[config.mk]
export PLATFORM = sky130hd
export DESIGN_NAME = calendar_seconds_converter
export DESIGN_NICKNAME = d
export VERILOG_FILES = /design/src/design/csc_pkg.sv /design/src/design/csc_front.sv /design/src/design/csc_queue.sv /design/src/design/csc_div.sv /design/src/design/csc_back.sv /design/src/design/calendar_seconds_converter.sv
export SDC_FILE = /design/constraint.sdc
export NUM_CORES = 2
export LEC_CHECK = 0
export BUFFER_PORTS_ARGS = -buffer_cell sky130_fd_sc_hd__buf_2
export CELL_PAD_IN_SITES_DETAIL_PLACEMENT = 0
export CELL_PAD_IN_SITES_GLOBAL_PLACEMENT = 1
export CORE_MARGIN = 1.5
export CORE_UTILIZATION = 50
export DETAILED_ROUTE_END_ITERATION = 12
export GPL_TIMING_DRIVEN = 0
export PLACE_DENSITY_LB_ADDON = 0.1
export RECOVER_POWER = 25
export SLEW_MARGIN = 25
export SYNTH_ARGS = -nofsm -noshare
export SYNTH_HDL_FRONTEND = slang
export SYNTH_SLANG_ARGS = --single-unit
export TNS_END_PERCENT = 1
[constraint.sdc]
create_clock -name clk -period 17.7 [get_ports clk]
set_input_delay 1.77 -clock clk [delete_from_list [all_inputs] [get_ports clk]]
set_output_delay 1.77 -clock clk [all_outputs]
set_load 0.1 [all_outputs]
[src/design/csc_pkg.sv]
package csc_pkg;

	localparam logic        CMD_DECODE    = 1'b0;
	localparam logic        CMD_ENCODE    = 1'b1;

	localparam logic [11:0] EPOCH_YEAR    = 12'd2000;
	localparam logic [3:0]  MONTH_LIMIT   = 4'd13;
	localparam logic [8:0]  DAYS_LEAP     = 9'd366;
	localparam logic [8:0]  DAYS_NORM     = 9'd365;
	localparam logic [16:0] SEC_PER_DAY   = 17'd86400;
	localparam logic [16:0] SEC_PER_HOUR  = 17'd3600;
	localparam logic [16:0] SEC_PER_MIN   = 17'd60;
	localparam logic [16:0] DAYS_PER_WEEK = 17'd7;
	localparam logic [20:0] WDAY_OFS_DEC  = 21'd6;
	localparam logic [20:0] WDAY_OFS_ENC  = 21'd12;
	localparam logic [1:0]  YR_MOD4_LAST  = 2'd3;
	localparam logic [6:0]  YR_MOD100_LAST = 7'd99;
	localparam logic [8:0]  YR_MOD400_LAST = 9'd399;

	// floor(x / d) = (x * ceil(2^k / d)) >> k over the operand range of each division
	localparam logic [25:0] RCP_DAYS      = 26'd50903317;
	localparam logic [25:0] RCP_WDAY      = 26'd2396746;
	localparam logic [25:0] RCP_HOUR      = 26'd9321;
	localparam logic [25:0] RCP_MIN       = 26'd1093;
	localparam int          SH_DAYS       = 35;
	localparam int          SH_WDAY       = 24;
	localparam int          SH_HOUR       = 21;
	localparam int          SH_MIN        = 14;

	// y is a multiple of 25 exactly when y * inv(25) mod 2^12 <= (2^12 - 1) / 25
	localparam logic [11:0] INV25         = 12'd3113;
	localparam logic [11:0] DIV25_MAX     = 12'd163;

	localparam int          QDEPTH        = 2;
	localparam int          QAW           = 1;

	typedef enum logic [1:0] {
		DIV_OP_DAYS = 2'd0,
		DIV_OP_WDAY = 2'd1,
		DIV_OP_HOUR = 2'd2,
		DIV_OP_MIN  = 2'd3
	} div_op_t;

	typedef struct packed {
		logic        cmd;
		logic [31:0] count_in;
		logic [11:0] year_in;
		logic [3:0]  month_in;
		logic [4:0]  day_in;
		logic [4:0]  hour_in;
		logic [5:0]  minute_in;
		logic [5:0]  second_in;
	} in_item_t;

	typedef struct packed {
		logic [31:0] count_out;
		logic [11:0] year_out;
		logic [3:0]  month_out;
		logic [4:0]  day_out;
		logic [4:0]  hour_out;
		logic [5:0]  minute_out;
		logic [5:0]  second_out;
		logic [2:0]  weekday;
	} out_item_t;

	typedef struct packed {
		logic        cmd;
		logic [31:0] count;
		logic [11:0] year;
		logic [3:0]  month;
		logic [4:0]  day;
		logic [4:0]  hour;
		logic [5:0]  minute;
		logic [5:0]  second;
		logic        leap;
		logic [11:0] nyears;
		logic [3:0]  mlimit;
	} job_t;

	typedef struct packed {
		logic        go;
		div_op_t     op;
		logic [31:0] num;
	} div_req_t;

	typedef struct packed {
		logic        done;
		logic [20:0] quo;
		logic [16:0] rem;
	} div_rsp_t;

	function automatic logic leap_year(input logic [11:0] y);
		logic [23:0] prod;
		logic        div25;
		prod  = 24'(y) * 24'(INV25);
		div25 = (prod[11:0] <= DIV25_MAX);
		return ((y[1:0] == 2'b00) && !div25) || ((y[3:0] == 4'b0000) && div25);
	endfunction

	function automatic logic [4:0] month_len(input logic [3:0] m);
		logic [4:0] len;
		case (m)
			4'd1:    len = 5'd31;
			4'd2:    len = 5'd28;
			4'd3:    len = 5'd31;
			4'd4:    len = 5'd30;
			4'd5:    len = 5'd31;
			4'd6:    len = 5'd30;
			4'd7:    len = 5'd31;
			4'd8:    len = 5'd31;
			4'd9:    len = 5'd30;
			4'd10:   len = 5'd31;
			4'd11:   len = 5'd30;
			4'd12:   len = 5'd31;
			default: len = 5'd31;
		endcase
		return len;
	endfunction

endpackage

[src/design/csc_front.sv]
module csc_front (
	input  logic              clk,
	input  logic              arst_n,
	input  logic              in_valid,
	output logic              in_ready,
	input  csc_pkg::in_item_t in_data,
	output logic              push_valid,
	input  logic              push_ready,
	output csc_pkg::job_t     push_data
);
	import csc_pkg::*;

	logic valid_s1;
	job_t job_s1;
	job_t job_next;

	always_comb begin
		job_next.cmd    = in_data.cmd;
		job_next.count  = in_data.count_in;
		job_next.year   = in_data.year_in;
		job_next.month  = in_data.month_in;
		job_next.day    = in_data.day_in;
		job_next.hour   = in_data.hour_in;
		job_next.minute = in_data.minute_in;
		job_next.second = in_data.second_in;
		job_next.leap   = leap_year(in_data.year_in);
		job_next.nyears = (in_data.year_in > EPOCH_YEAR) ? (in_data.year_in - EPOCH_YEAR) : '0;
		job_next.mlimit = (in_data.month_in > MONTH_LIMIT) ? MONTH_LIMIT : in_data.month_in;
	end

	assign in_ready   = !valid_s1 || push_ready;
	assign push_valid = valid_s1;
	assign push_data  = job_s1;

	always_ff @(posedge clk or negedge arst_n) begin
		if (!arst_n) begin
			valid_s1 <= 1'b0;
		end else if (in_valid && in_ready) begin
			valid_s1 <= 1'b1;
		end else if (push_ready) begin
			valid_s1 <= 1'b0;
		end
	end

	always_ff @(posedge clk) begin
		if (in_valid && in_ready) begin
			job_s1 <= job_next;
		end
	end

endmodule

[src/design/csc_queue.sv]
module csc_queue (
	input  logic          clk,
	input  logic          arst_n,
	input  logic          push_valid,
	output logic          push_ready,
	input  csc_pkg::job_t push_data,
	output logic          pop_valid,
	input  logic          pop_ready,
	output csc_pkg::job_t pop_data
);
	import csc_pkg::*;

	job_t           mem [QDEPTH];
	logic [QAW-1:0] wr_ptr_q;
	logic [QAW-1:0] rd_ptr_q;
	logic [QAW:0]   count_q;
	logic           push;
	logic           pop;

	assign push_ready = (count_q != (QAW+1)'(QDEPTH));
	assign pop_valid  = (count_q != '0);
	assign pop_data   = mem[rd_ptr_q];
	assign push       = push_valid && push_ready;
	assign pop        = pop_valid && pop_ready;

	always_ff @(posedge clk or negedge arst_n) begin
		if (!arst_n) begin
			wr_ptr_q <= '0;
			rd_ptr_q <= '0;
			count_q  <= '0;
		end else begin
			if (push) begin
				wr_ptr_q <= wr_ptr_q + 1'b1;
			end
			if (pop) begin
				rd_ptr_q <= rd_ptr_q + 1'b1;
			end
			if (push && !pop) begin
				count_q <= count_q + 1'b1;
			end else if (pop && !push) begin
				count_q <= count_q - 1'b1;
			end
		end
	end

	always_ff @(posedge clk) begin
		if (push) begin
			mem[wr_ptr_q] <= push_data;
		end
	end

`ifndef SYNTH
	a_count_bound: assert property (@(posedge clk) disable iff (!arst_n)
		count_q <= (QAW+1)'(QDEPTH))
		else $error("queue count beyond depth");
`endif

endmodule

[src/design/csc_div.sv]
module csc_div (
	input  logic              clk,
	input  logic              arst_n,
	input  csc_pkg::div_req_t req,
	output csc_pkg::div_rsp_t rsp
);
	import csc_pkg::*;

	logic        busy_q;
	logic        done_q;
	logic [1:0]  cnt_q;
	div_op_t     op_q;
	logic [31:0] num_q;
	logic [50:0] prod_q;
	logic [20:0] quo_q;
	logic [16:0] rem_q;
	logic [24:0] mul_a;
	logic [25:0] mul_m;
	logic [20:0] quo_next;
	logic [16:0] dvsr;
	logic [37:0] back_prod;

	always_comb begin
		case (op_q)
			DIV_OP_DAYS: begin
				mul_a    = num_q[31:7];
				mul_m    = RCP_DAYS;
				quo_next = 21'(prod_q >> SH_DAYS);
				dvsr     = SEC_PER_DAY;
			end
			DIV_OP_HOUR: begin
				mul_a    = 25'(num_q[16:4]);
				mul_m    = RCP_HOUR;
				quo_next = 21'(prod_q >> SH_HOUR);
				dvsr     = SEC_PER_HOUR;
			end
			DIV_OP_MIN: begin
				mul_a    = 25'(num_q[11:2]);
				mul_m    = RCP_MIN;
				quo_next = 21'(prod_q >> SH_MIN);
				dvsr     = SEC_PER_MIN;
			end
			default: begin
				mul_a    = 25'(num_q[20:0]);
				mul_m    = RCP_WDAY;
				quo_next = 21'(prod_q >> SH_WDAY);
				dvsr     = DAYS_PER_WEEK;
			end
		endcase
	end

	assign back_prod = 38'(quo_q) * 38'(dvsr);

	assign rsp.done = done_q;
	assign rsp.quo  = quo_q;
	assign rsp.rem  = rem_q;

	always_ff @(posedge clk or negedge arst_n) begin
		if (!arst_n) begin
			busy_q <= 1'b0;
			done_q <= 1'b0;
			cnt_q  <= '0;
		end else begin
			done_q <= 1'b0;
			if (req.go && !busy_q) begin
				busy_q <= 1'b1;
				cnt_q  <= '0;
			end else if (busy_q) begin
				cnt_q <= cnt_q + 1'b1;
				if (cnt_q == 2'd2) begin
					busy_q <= 1'b0;
					done_q <= 1'b1;
				end
			end
		end
	end

	always_ff @(posedge clk) begin
		if (req.go && !busy_q) begin
			op_q  <= req.op;
			num_q <= req.num;
		end else if (busy_q) begin
			case (cnt_q)
				2'd0: begin
					prod_q <= 51'(mul_a) * 51'(mul_m);
				end
				2'd1: begin
					quo_q <= quo_next;
				end
				2'd2: begin
					rem_q <= 17'(num_q - back_prod[31:0]);
				end
				default: begin
					rem_q <= rem_q;
				end
			endcase
		end
	end

`ifndef SYNTH
	a_go_idle: assert property (@(posedge clk) disable iff (!arst_n)
		req.go |-> !busy_q)
		else $error("divide started while busy");
`endif

endmodule

[src/design/csc_back.sv]
module csc_back (
	input  logic               clk,
	input  logic               arst_n,
	input  logic               pop_valid,
	output logic               pop_ready,
	input  csc_pkg::job_t      pop_data,
	output logic               out_valid,
	input  logic               out_ready,
	output csc_pkg::out_item_t out_data
);
	import csc_pkg::*;

	typedef enum logic [11:0] {
		ST_IDLE     = 12'b000000000001,
		ST_DIV_DAYS = 12'b000000000010,
		ST_DIV_WDAY = 12'b000000000100,
		ST_DIV_HOUR = 12'b000000001000,
		ST_DIV_MIN  = 12'b000000010000,
		ST_YEAR_DEC = 12'b000000100000,
		ST_MON_DEC  = 12'b000001000000,
		ST_YEAR_ENC = 12'b000010000000,
		ST_MON_ENC  = 12'b000100000000,
		ST_MUL      = 12'b001000000000,
		ST_SUM      = 12'b010000000000,
		ST_DONE     = 12'b100000000000
	} state_t;

	state_t      state_q;
	logic        go_sent_q;
	logic        out_valid_q;
	out_item_t   out_q;

	job_t        job_q;
	logic [19:0] acc_q;
	logic [16:0] sod_q;
	logic [11:0] year_q;
	logic [3:0]  month_q;
	logic [1:0]  y4_q;
	logic [6:0]  y100_q;
	logic [8:0]  y400_q;
	logic [11:0] nyr_q;
	logic [4:0]  hour_q;
	logic [5:0]  min_q;
	logic [5:0]  sec_q;
	logic [2:0]  wd_q;
	logic [31:0] prod_q;
	logic [16:0] tod_q;
	logic [31:0] count_q;

	div_req_t    req;
	div_rsp_t    rsp;
	logic        leap;
	logic [8:0]  ylen;
	logic [4:0]  mlen_dec;
	logic [4:0]  mlen_enc;
	logic [36:0] prod_full;
	logic [16:0] tod_next;
	logic        out_free;
	out_item_t   res;

	csc_div u_div (
		.clk    (clk),
		.arst_n (arst_n),
		.req    (req),
		.rsp    (rsp)
	);

	assign leap      = (y4_q == '0) && ((y100_q != '0) || (y400_q == '0));
	assign ylen      = leap ? DAYS_LEAP : DAYS_NORM;
	assign mlen_dec  = month_len(month_q) + 5'((month_q == 4'd2) && leap);
	assign mlen_enc  = month_len(month_q) + 5'((month_q == 4'd2) && job_q.leap);
	assign prod_full = 37'(acc_q) * 37'(SEC_PER_DAY);
	assign tod_next  = 17'(job_q.hour) * SEC_PER_HOUR + 17'(job_q.minute) * SEC_PER_MIN
		+ 17'(job_q.second);
	assign out_free  = !out_valid_q || out_ready;
	assign pop_ready = (state_q == ST_IDLE);
	assign out_valid = out_valid_q;
	assign out_data  = out_q;

	always_comb begin
		req.go  = 1'b0;
		req.op  = DIV_OP_WDAY;
		req.num = '0;
		case (state_q)
			ST_DIV_DAYS: begin
				req.go  = !go_sent_q;
				req.op  = DIV_OP_DAYS;
				req.num = job_q.count;
			end
			ST_DIV_WDAY: begin
				req.go  = !go_sent_q;
				req.op  = DIV_OP_WDAY;
				req.num = 32'(21'(acc_q)
					+ ((job_q.cmd == CMD_ENCODE) ? WDAY_OFS_ENC : WDAY_OFS_DEC));
			end
			ST_DIV_HOUR: begin
				req.go  = !go_sent_q;
				req.op  = DIV_OP_HOUR;
				req.num = 32'(sod_q);
			end
			ST_DIV_MIN: begin
				req.go  = !go_sent_q;
				req.op  = DIV_OP_MIN;
				req.num = 32'(sod_q);
			end
			default: begin
				req.go = 1'b0;
			end
		endcase
	end

	always_comb begin
		if (job_q.cmd == CMD_ENCODE) begin
			res.count_out  = count_q;
			res.year_out   = job_q.year;
			res.month_out  = job_q.month;
			res.day_out    = job_q.day;
			res.hour_out   = job_q.hour;
			res.minute_out = job_q.minute;
			res.second_out = job_q.second;
		end else begin
			res.count_out  = job_q.count;
			res.year_out   = year_q;
			res.month_out  = month_q;
			res.day_out    = acc_q[4:0] + 5'd1;
			res.hour_out   = hour_q;
			res.minute_out = min_q;
			res.second_out = sec_q;
		end
		res.weekday = wd_q;
	end

	always_ff @(posedge clk or negedge arst_n) begin
		if (!arst_n) begin
			state_q     <= ST_IDLE;
			go_sent_q   <= 1'b0;
			out_valid_q <= 1'b0;
		end else begin
			if (req.go) begin
				go_sent_q <= 1'b1;
			end
			if (rsp.done) begin
				go_sent_q <= 1'b0;
			end
			if ((state_q == ST_DONE) && out_free) begin
				out_valid_q <= 1'b1;
			end else if (out_valid_q && out_ready) begin
				out_valid_q <= 1'b0;
			end
			case (state_q)
				ST_IDLE: begin
					if (pop_valid) begin
						state_q <= (pop_data.cmd == CMD_ENCODE) ? ST_YEAR_ENC : ST_DIV_DAYS;
					end
				end
				ST_DIV_DAYS: begin
					if (rsp.done) begin
						state_q <= ST_DIV_WDAY;
					end
				end
				ST_DIV_WDAY: begin
					if (rsp.done) begin
						state_q <= (job_q.cmd == CMD_ENCODE) ? ST_MUL : ST_DIV_HOUR;
					end
				end
				ST_DIV_HOUR: begin
					if (rsp.done) begin
						state_q <= ST_DIV_MIN;
					end
				end
				ST_DIV_MIN: begin
					if (rsp.done) begin
						state_q <= ST_YEAR_DEC;
					end
				end
				ST_YEAR_DEC: begin
					if (acc_q < 20'(ylen)) begin
						state_q <= ST_MON_DEC;
					end
				end
				ST_MON_DEC: begin
					if (acc_q < 20'(mlen_dec)) begin
						state_q <= ST_DONE;
					end
				end
				ST_YEAR_ENC: begin
					if (nyr_q == '0) begin
						state_q <= ST_MON_ENC;
					end
				end
				ST_MON_ENC: begin
					if (month_q >= job_q.mlimit) begin
						state_q <= ST_DIV_WDAY;
					end
				end
				ST_MUL: begin
					state_q <= ST_SUM;
				end
				ST_SUM: begin
					state_q <= ST_DONE;
				end
				ST_DONE: begin
					if (out_free) begin
						state_q <= ST_IDLE;
					end
				end
				default: begin
					state_q <= ST_IDLE;
				end
			endcase
		end
	end

	always_ff @(posedge clk) begin
		case (state_q)
			ST_IDLE: begin
				if (pop_valid) begin
					job_q   <= pop_data;
					acc_q   <= '0;
					year_q  <= EPOCH_YEAR;
					month_q <= 4'd1;
					y4_q    <= '0;
					y100_q  <= '0;
					y400_q  <= '0;
					nyr_q   <= pop_data.nyears;
				end
			end
			ST_DIV_DAYS: begin
				if (rsp.done) begin
					acc_q <= rsp.quo[19:0];
					sod_q <= rsp.rem;
				end
			end
			ST_DIV_WDAY: begin
				if (rsp.done) begin
					wd_q <= rsp.rem[2:0];
				end
			end
			ST_DIV_HOUR: begin
				if (rsp.done) begin
					hour_q <= rsp.quo[4:0];
					sod_q  <= rsp.rem;
				end
			end
			ST_DIV_MIN: begin
				if (rsp.done) begin
					min_q <= rsp.quo[5:0];
					sec_q <= rsp.rem[5:0];
				end
			end
			ST_YEAR_DEC, ST_YEAR_ENC: begin
				if ((state_q == ST_YEAR_DEC) ? (acc_q >= 20'(ylen)) : (nyr_q != '0)) begin
					acc_q  <= (state_q == ST_YEAR_DEC) ? (acc_q - 20'(ylen)) : (acc_q + 20'(ylen));
					nyr_q  <= nyr_q - 1'b1;
					year_q <= year_q + 1'b1;
					y4_q   <= y4_q + 1'b1;
					y100_q <= (y100_q == YR_MOD100_LAST) ? '0 : (y100_q + 1'b1);
					y400_q <= (y400_q == YR_MOD400_LAST) ? '0 : (y400_q + 1'b1);
				end
			end
			ST_MON_DEC: begin
				if (acc_q >= 20'(mlen_dec)) begin
					acc_q   <= acc_q - 20'(mlen_dec);
					month_q <= month_q + 1'b1;
				end
			end
			ST_MON_ENC: begin
				if (month_q >= job_q.mlimit) begin
					acc_q <= acc_q + 20'(job_q.day);
				end else begin
					acc_q   <= acc_q + 20'(mlen_enc);
					month_q <= month_q + 1'b1;
				end
			end
			ST_MUL: begin
				prod_q <= prod_full[31:0];
				tod_q  <= tod_next;
			end
			ST_SUM: begin
				count_q <= prod_q + 32'(tod_q) - 32'(SEC_PER_DAY);
			end
			ST_DONE: begin
				if (out_free) begin
					out_q <= res;
				end
			end
			default: begin
				acc_q <= acc_q;
			end
		endcase
	end

`ifndef SYNTH
	a_out_from_done: assert property (@(posedge clk) disable iff (!arst_n)
		$rose(out_valid_q) |-> $past(state_q == ST_DONE))
		else $error("result raised outside completion");

	a_month_range: assert property (@(posedge clk) disable iff (!arst_n)
		(state_q == ST_MON_DEC) |-> (month_q >= 4'd1 && month_q <= 4'd12))
		else $error("decode month out of range");
`endif

endmodule

[src/design/calendar_seconds_converter.sv]
// Channel   Signals                        Payload
// input     in_valid / in_ready            in_data  (cmd, count or date and time)
// output    out_valid / out_ready          out_data (count, date, time, weekday)
//
// Decode first divides out days, weekday, hours and minutes; encode ends with a weekday
// division, a multiply and a sum. Both walk the years, then the months, one step per cycle.
// Each constant division is a reciprocal multiply, then a shift for the quotient and a
// back-multiply for the remainder. The front stage and queue sit ahead of the back end.
// Reset arst_n clears all control state; no clearing pass is needed. A result waiting for
// out_ready holds the back end while the front stage and two-entry queue accept until full.
module calendar_seconds_converter (
	input  logic               clk,
	input  logic               arst_n,
	input  logic               in_valid,
	output logic               in_ready,
	input  csc_pkg::in_item_t  in_data,
	output logic               out_valid,
	input  logic               out_ready,
	output csc_pkg::out_item_t out_data
);
	import csc_pkg::*;

	logic push_valid;
	logic push_ready;
	job_t push_data;
	logic pop_valid;
	logic pop_ready;
	job_t pop_data;

	csc_front u_front (
		.clk        (clk),
		.arst_n     (arst_n),
		.in_valid   (in_valid),
		.in_ready   (in_ready),
		.in_data    (in_data),
		.push_valid (push_valid),
		.push_ready (push_ready),
		.push_data  (push_data)
	);

	csc_queue u_queue (
		.clk        (clk),
		.arst_n     (arst_n),
		.push_valid (push_valid),
		.push_ready (push_ready),
		.push_data  (push_data),
		.pop_valid  (pop_valid),
		.pop_ready  (pop_ready),
		.pop_data   (pop_data)
	);

	csc_back u_back (
		.clk       (clk),
		.arst_n    (arst_n),
		.pop_valid (pop_valid),
		.pop_ready (pop_ready),
		.pop_data  (pop_data),
		.out_valid (out_valid),
		.out_ready (out_ready),
		.out_data  (out_data)
	);

endmodule
==> impl_metrics.ini <==
[status]
outcome = finished with violations
violations = capacitance limit, slew limit

[critical_path]
cp-start-kind = flip-flop
crit_arrival_ns = 11.62
worstPathRequired_ns = 18.12
critPathKind = flip-flop to flip-flop
r2r_end = u_back.u_div.prod_q[46]
cpMostUsedCell = fa_1
regToRegSetupSlack_ns = 6.50
slowest_stage = clkbuf_1
r2r_start = u_back.u_div.op_q[0]
worstPathMaxFanout = 10
endpoint_kind = flip-flop
cpPeakStageDelay_ns = 0.88
r2r.worst_path.cells = 29

[floorplanning]
initial_core_util_pct = 50.6
dieArea_um2 = 114000
dieHeight_um = 338
coreArea_um2 = 111000
io_pins = 150
die_x_um = 338
rows = 122

[timing]
clock-skew-final_ns = 0.0286
rsz0062_at_grt = false
final-hold-violation-count = 0
setup_ws_ns = 6.50
fmax_ghz = 0.0893
tightest_slew_ns = 2.57
fin_crit_sh_pct = 63.3
slew_violations = 71
setup_tns_ns = 0
min_period_ns = 11.20
finalSetupViolCount = 0
slew_headroom_pct = -71.1

[final_layout]
final_cell_mix = inv_1 (1060), edfxtp_1 (698), ha_1 (599)
final_area_um2 = 61800
nets = 6372
num-fill-cells = 9702
diodes = 0
final_common_cell = inv_1
area_growth_pct = 10.0
drive_gt1_share_pct = 8.89

[route]
wl_met1_um = 61500
vias_per_cell = 5.30
drcViolationCount = 0
num_vias = 35500
met2WireLength_um = 72800
wl_per_cell_um = 21.9
wirelength_um = 147000
highest_layer = met4
drtAntennaViolNets = 0
dr.pass1.iters = 6
dr_wl_met3_um = 7110
drt_iter0_markers = 2630

[synth]
synth-seq-cells = 723
synth.distinct_cells = 81
async_flop_share_pct = 3.18
ys.warnings.count = 0
synth_edf_count = 698
yosysSeqAreaShare_pct = 38.4
synth_area_um2 = 56200
synthFlopType = edfxtp_1
syn_inst = 4893
avgSynthCellArea_um2 = 11.5

[clock_tree]
clk_pin_slew_worst_paths_ns = 0.07
tritoncts = done
clk_latency_ns = 0.63
ctsResizeCount = 0
clockBufferDepth = 3
numCtsBuffers = 73
h-tree-depth = 3
root_buffer = clkbuf_16
cts-hold-fix-buffers = 0
clock_sinks = 723
post_cts_buffers = 0

[worst_hold_path]
hold_depth = 0
min_to = u_back.out_data[0]
hold_path.class = flip-flop to flip-flop
min_from = u_back.wd_q[0]

[global_routing]
grt_pass1_wl_um = 225000
grt_max_degree = 48
grtUsageTotal_pct = 26.2
overflow = 0
grt_antenna_before_repair = 3
grt_pass1_vias = 36900

[placed_design]
placed_area_um2 = 59400
gp_congestion = 0.958
pre_cts_slack_ns = 6.56
io_buffers = 149
dp_hpwl_um = 120000

[run]
drv_cap = 2
## cells in the mapped netlist, types with 8 or more instances
library cell / count / area (um2)
a31oi_1: 15 / 93.8
nand4_1: 15 / 93.8
clkbuf_1: 97 / 364
xnor2_1: 184 / 1610
a21o_1: 40 / 300
or3_1: 20 / 125
inv_1: 1061 / 3980
nor4_1: 16 / 100
or2_2: 20 / 125
nand3_1: 48 / 240
nand2b_1: 40 / 250
a211oi_1: 14 / 105
nand2_1: 254 / 953
o22ai_1: 15 / 93.8
xor2_1: 54 / 473
ha_1: 599 / 7490
mux2_2: 144 / 1620
dfrtp_1: 22 / 551
buf_1: 12 / 45.0
and3_1: 32 / 200
o31ai_1: 8 / 60.1
a221oi_1: 9 / 78.8
o21bai_1: 23 / 173
fa_1: 534 / 10700
nor2_1: 259 / 972
a21oi_1: 116 / 581
a222oi_1: 31 / 310
mux2i_1: 31 / 310
o21ai_0: 115 / 576
a22oi_1: 35 / 263
and2_1: 109 / 682
nor2b_1: 26 / 163
edfxtp_1: 698 / 21000
nor3_1: 51 / 255
o211ai_1: 9 / 67.6
o21a_1: 23 / 173
## final cells by class
cell class	count	area, um2	area share, %
plain buffers	116	459	0.743
clock buffers	82	1880	3.04
clock inverters	50	617	0.998
inverters	1064	4000	6.47
multi-input cells	3007	30200	48.9
flip-flops and latches	723	21600	34.9
well taps	1488	1860	3.01
repair buffers	179	1160	1.87
## flip-flops by register name (all words and copies together) (netlist names), 3 cells and up, named ones only
register	cells
u_back.u_div.rem_q	17
u_back.job_q	76
u_back.sec_q	6
u_back.year_q	12
u_back.y400_q	9
u_back.tod_q	17
u_front.push_data	88
u_back.out_data	73
u_back.sod_q	17
u_back.month_q	4
u_back.prod_q	25
u_back.hour_q	5
u_back.u_div.quo_q	20
u_back.state_q	12
u_back.acc_q	20
u_back.u_div.num_q	32
u_back.count_q	32
u_back.nyr_q	12
u_queue.mem	176
u_back.wd_q	3
u_back.min_q	6
u_back.y100_q	7
u_back.u_div.prod_q	37
## metal layers
| metal | track usage (%) | vias up |
|---|---|---|
| li1 | - | 16700 |
| met1 | 34.1 | 17700 |
| met2 | 45.1 | 930 |
| met3 | 3.09 | 230 |
| met4 | 9.56 | 0 |
| met5 | 0 | - |
## metrics by stage
| step | util [%] | hold WS (ns) | std cells |
|---|---|---|---|
| floorplan | - | 0.400 | 4910 |
| global placement | 53.0 | 0.400 | 6547 |
| detailed placement | 53.5 | 0.405 | 6577 |
| CTS | 55.8 | 0.418 | 6709 |
| global route | 55.7 | 0.427 | 6709 |
| finish | 55.7 | 0.416 | 6709 |
## worst max path at each step
stage,cells past startpoint,slack [ns],startpoint,end
2_1_floorplan,34,9.47,u_back.u_div.op_q[0],u_back.u_div.prod_q[46]
3_3_place_gp,31,6.51,u_back.u_div.op_q[0],u_back.u_div.prod_q[46]
3_5_place_dp,29,6.56,u_back.u_div.op_q[0],u_back.u_div.prod_q[46]
4_1_cts,29,6.55,u_back.u_div.op_q[0],u_back.u_div.prod_q[46]
5_1_grt,29,6.19,u_back.u_div.op_q[0],u_back.u_div.prod_q[46]
6_report,29,6.50,u_back.u_div.op_q[0],u_back.u_div.prod_q[46]
## worst max-delay path: cells and delay by family, from the launching register on
| kind | cells | cell delay [ns] |
|---|---|---|
| compound gates | 6 | 1.59 |
| xor+xnor | 1 | 0.27 |
| fa+ha+maj | 9 | 4.39 |
| buf+inv | 9 | 3.37 |
| flops | 1 | 0.63 |
| simple gates | 4 | 0.72 |
## logic make-up after synthesis
logic type / share of synthesized area [%]
AOI/OAI and AO/OA: 6.18
muxes: 3.44
adders and majority gates: 32.4
and+or+nand+nor: 7.93
DFF: 38.4
xor gates and xnor gates: 3.71
other: 0.0134
buffers and inverters: 7.92
Power is left out: the tool's default activity adds up to more than one toggle a clock period on the data nets, which glitch-free logic cannot reach.
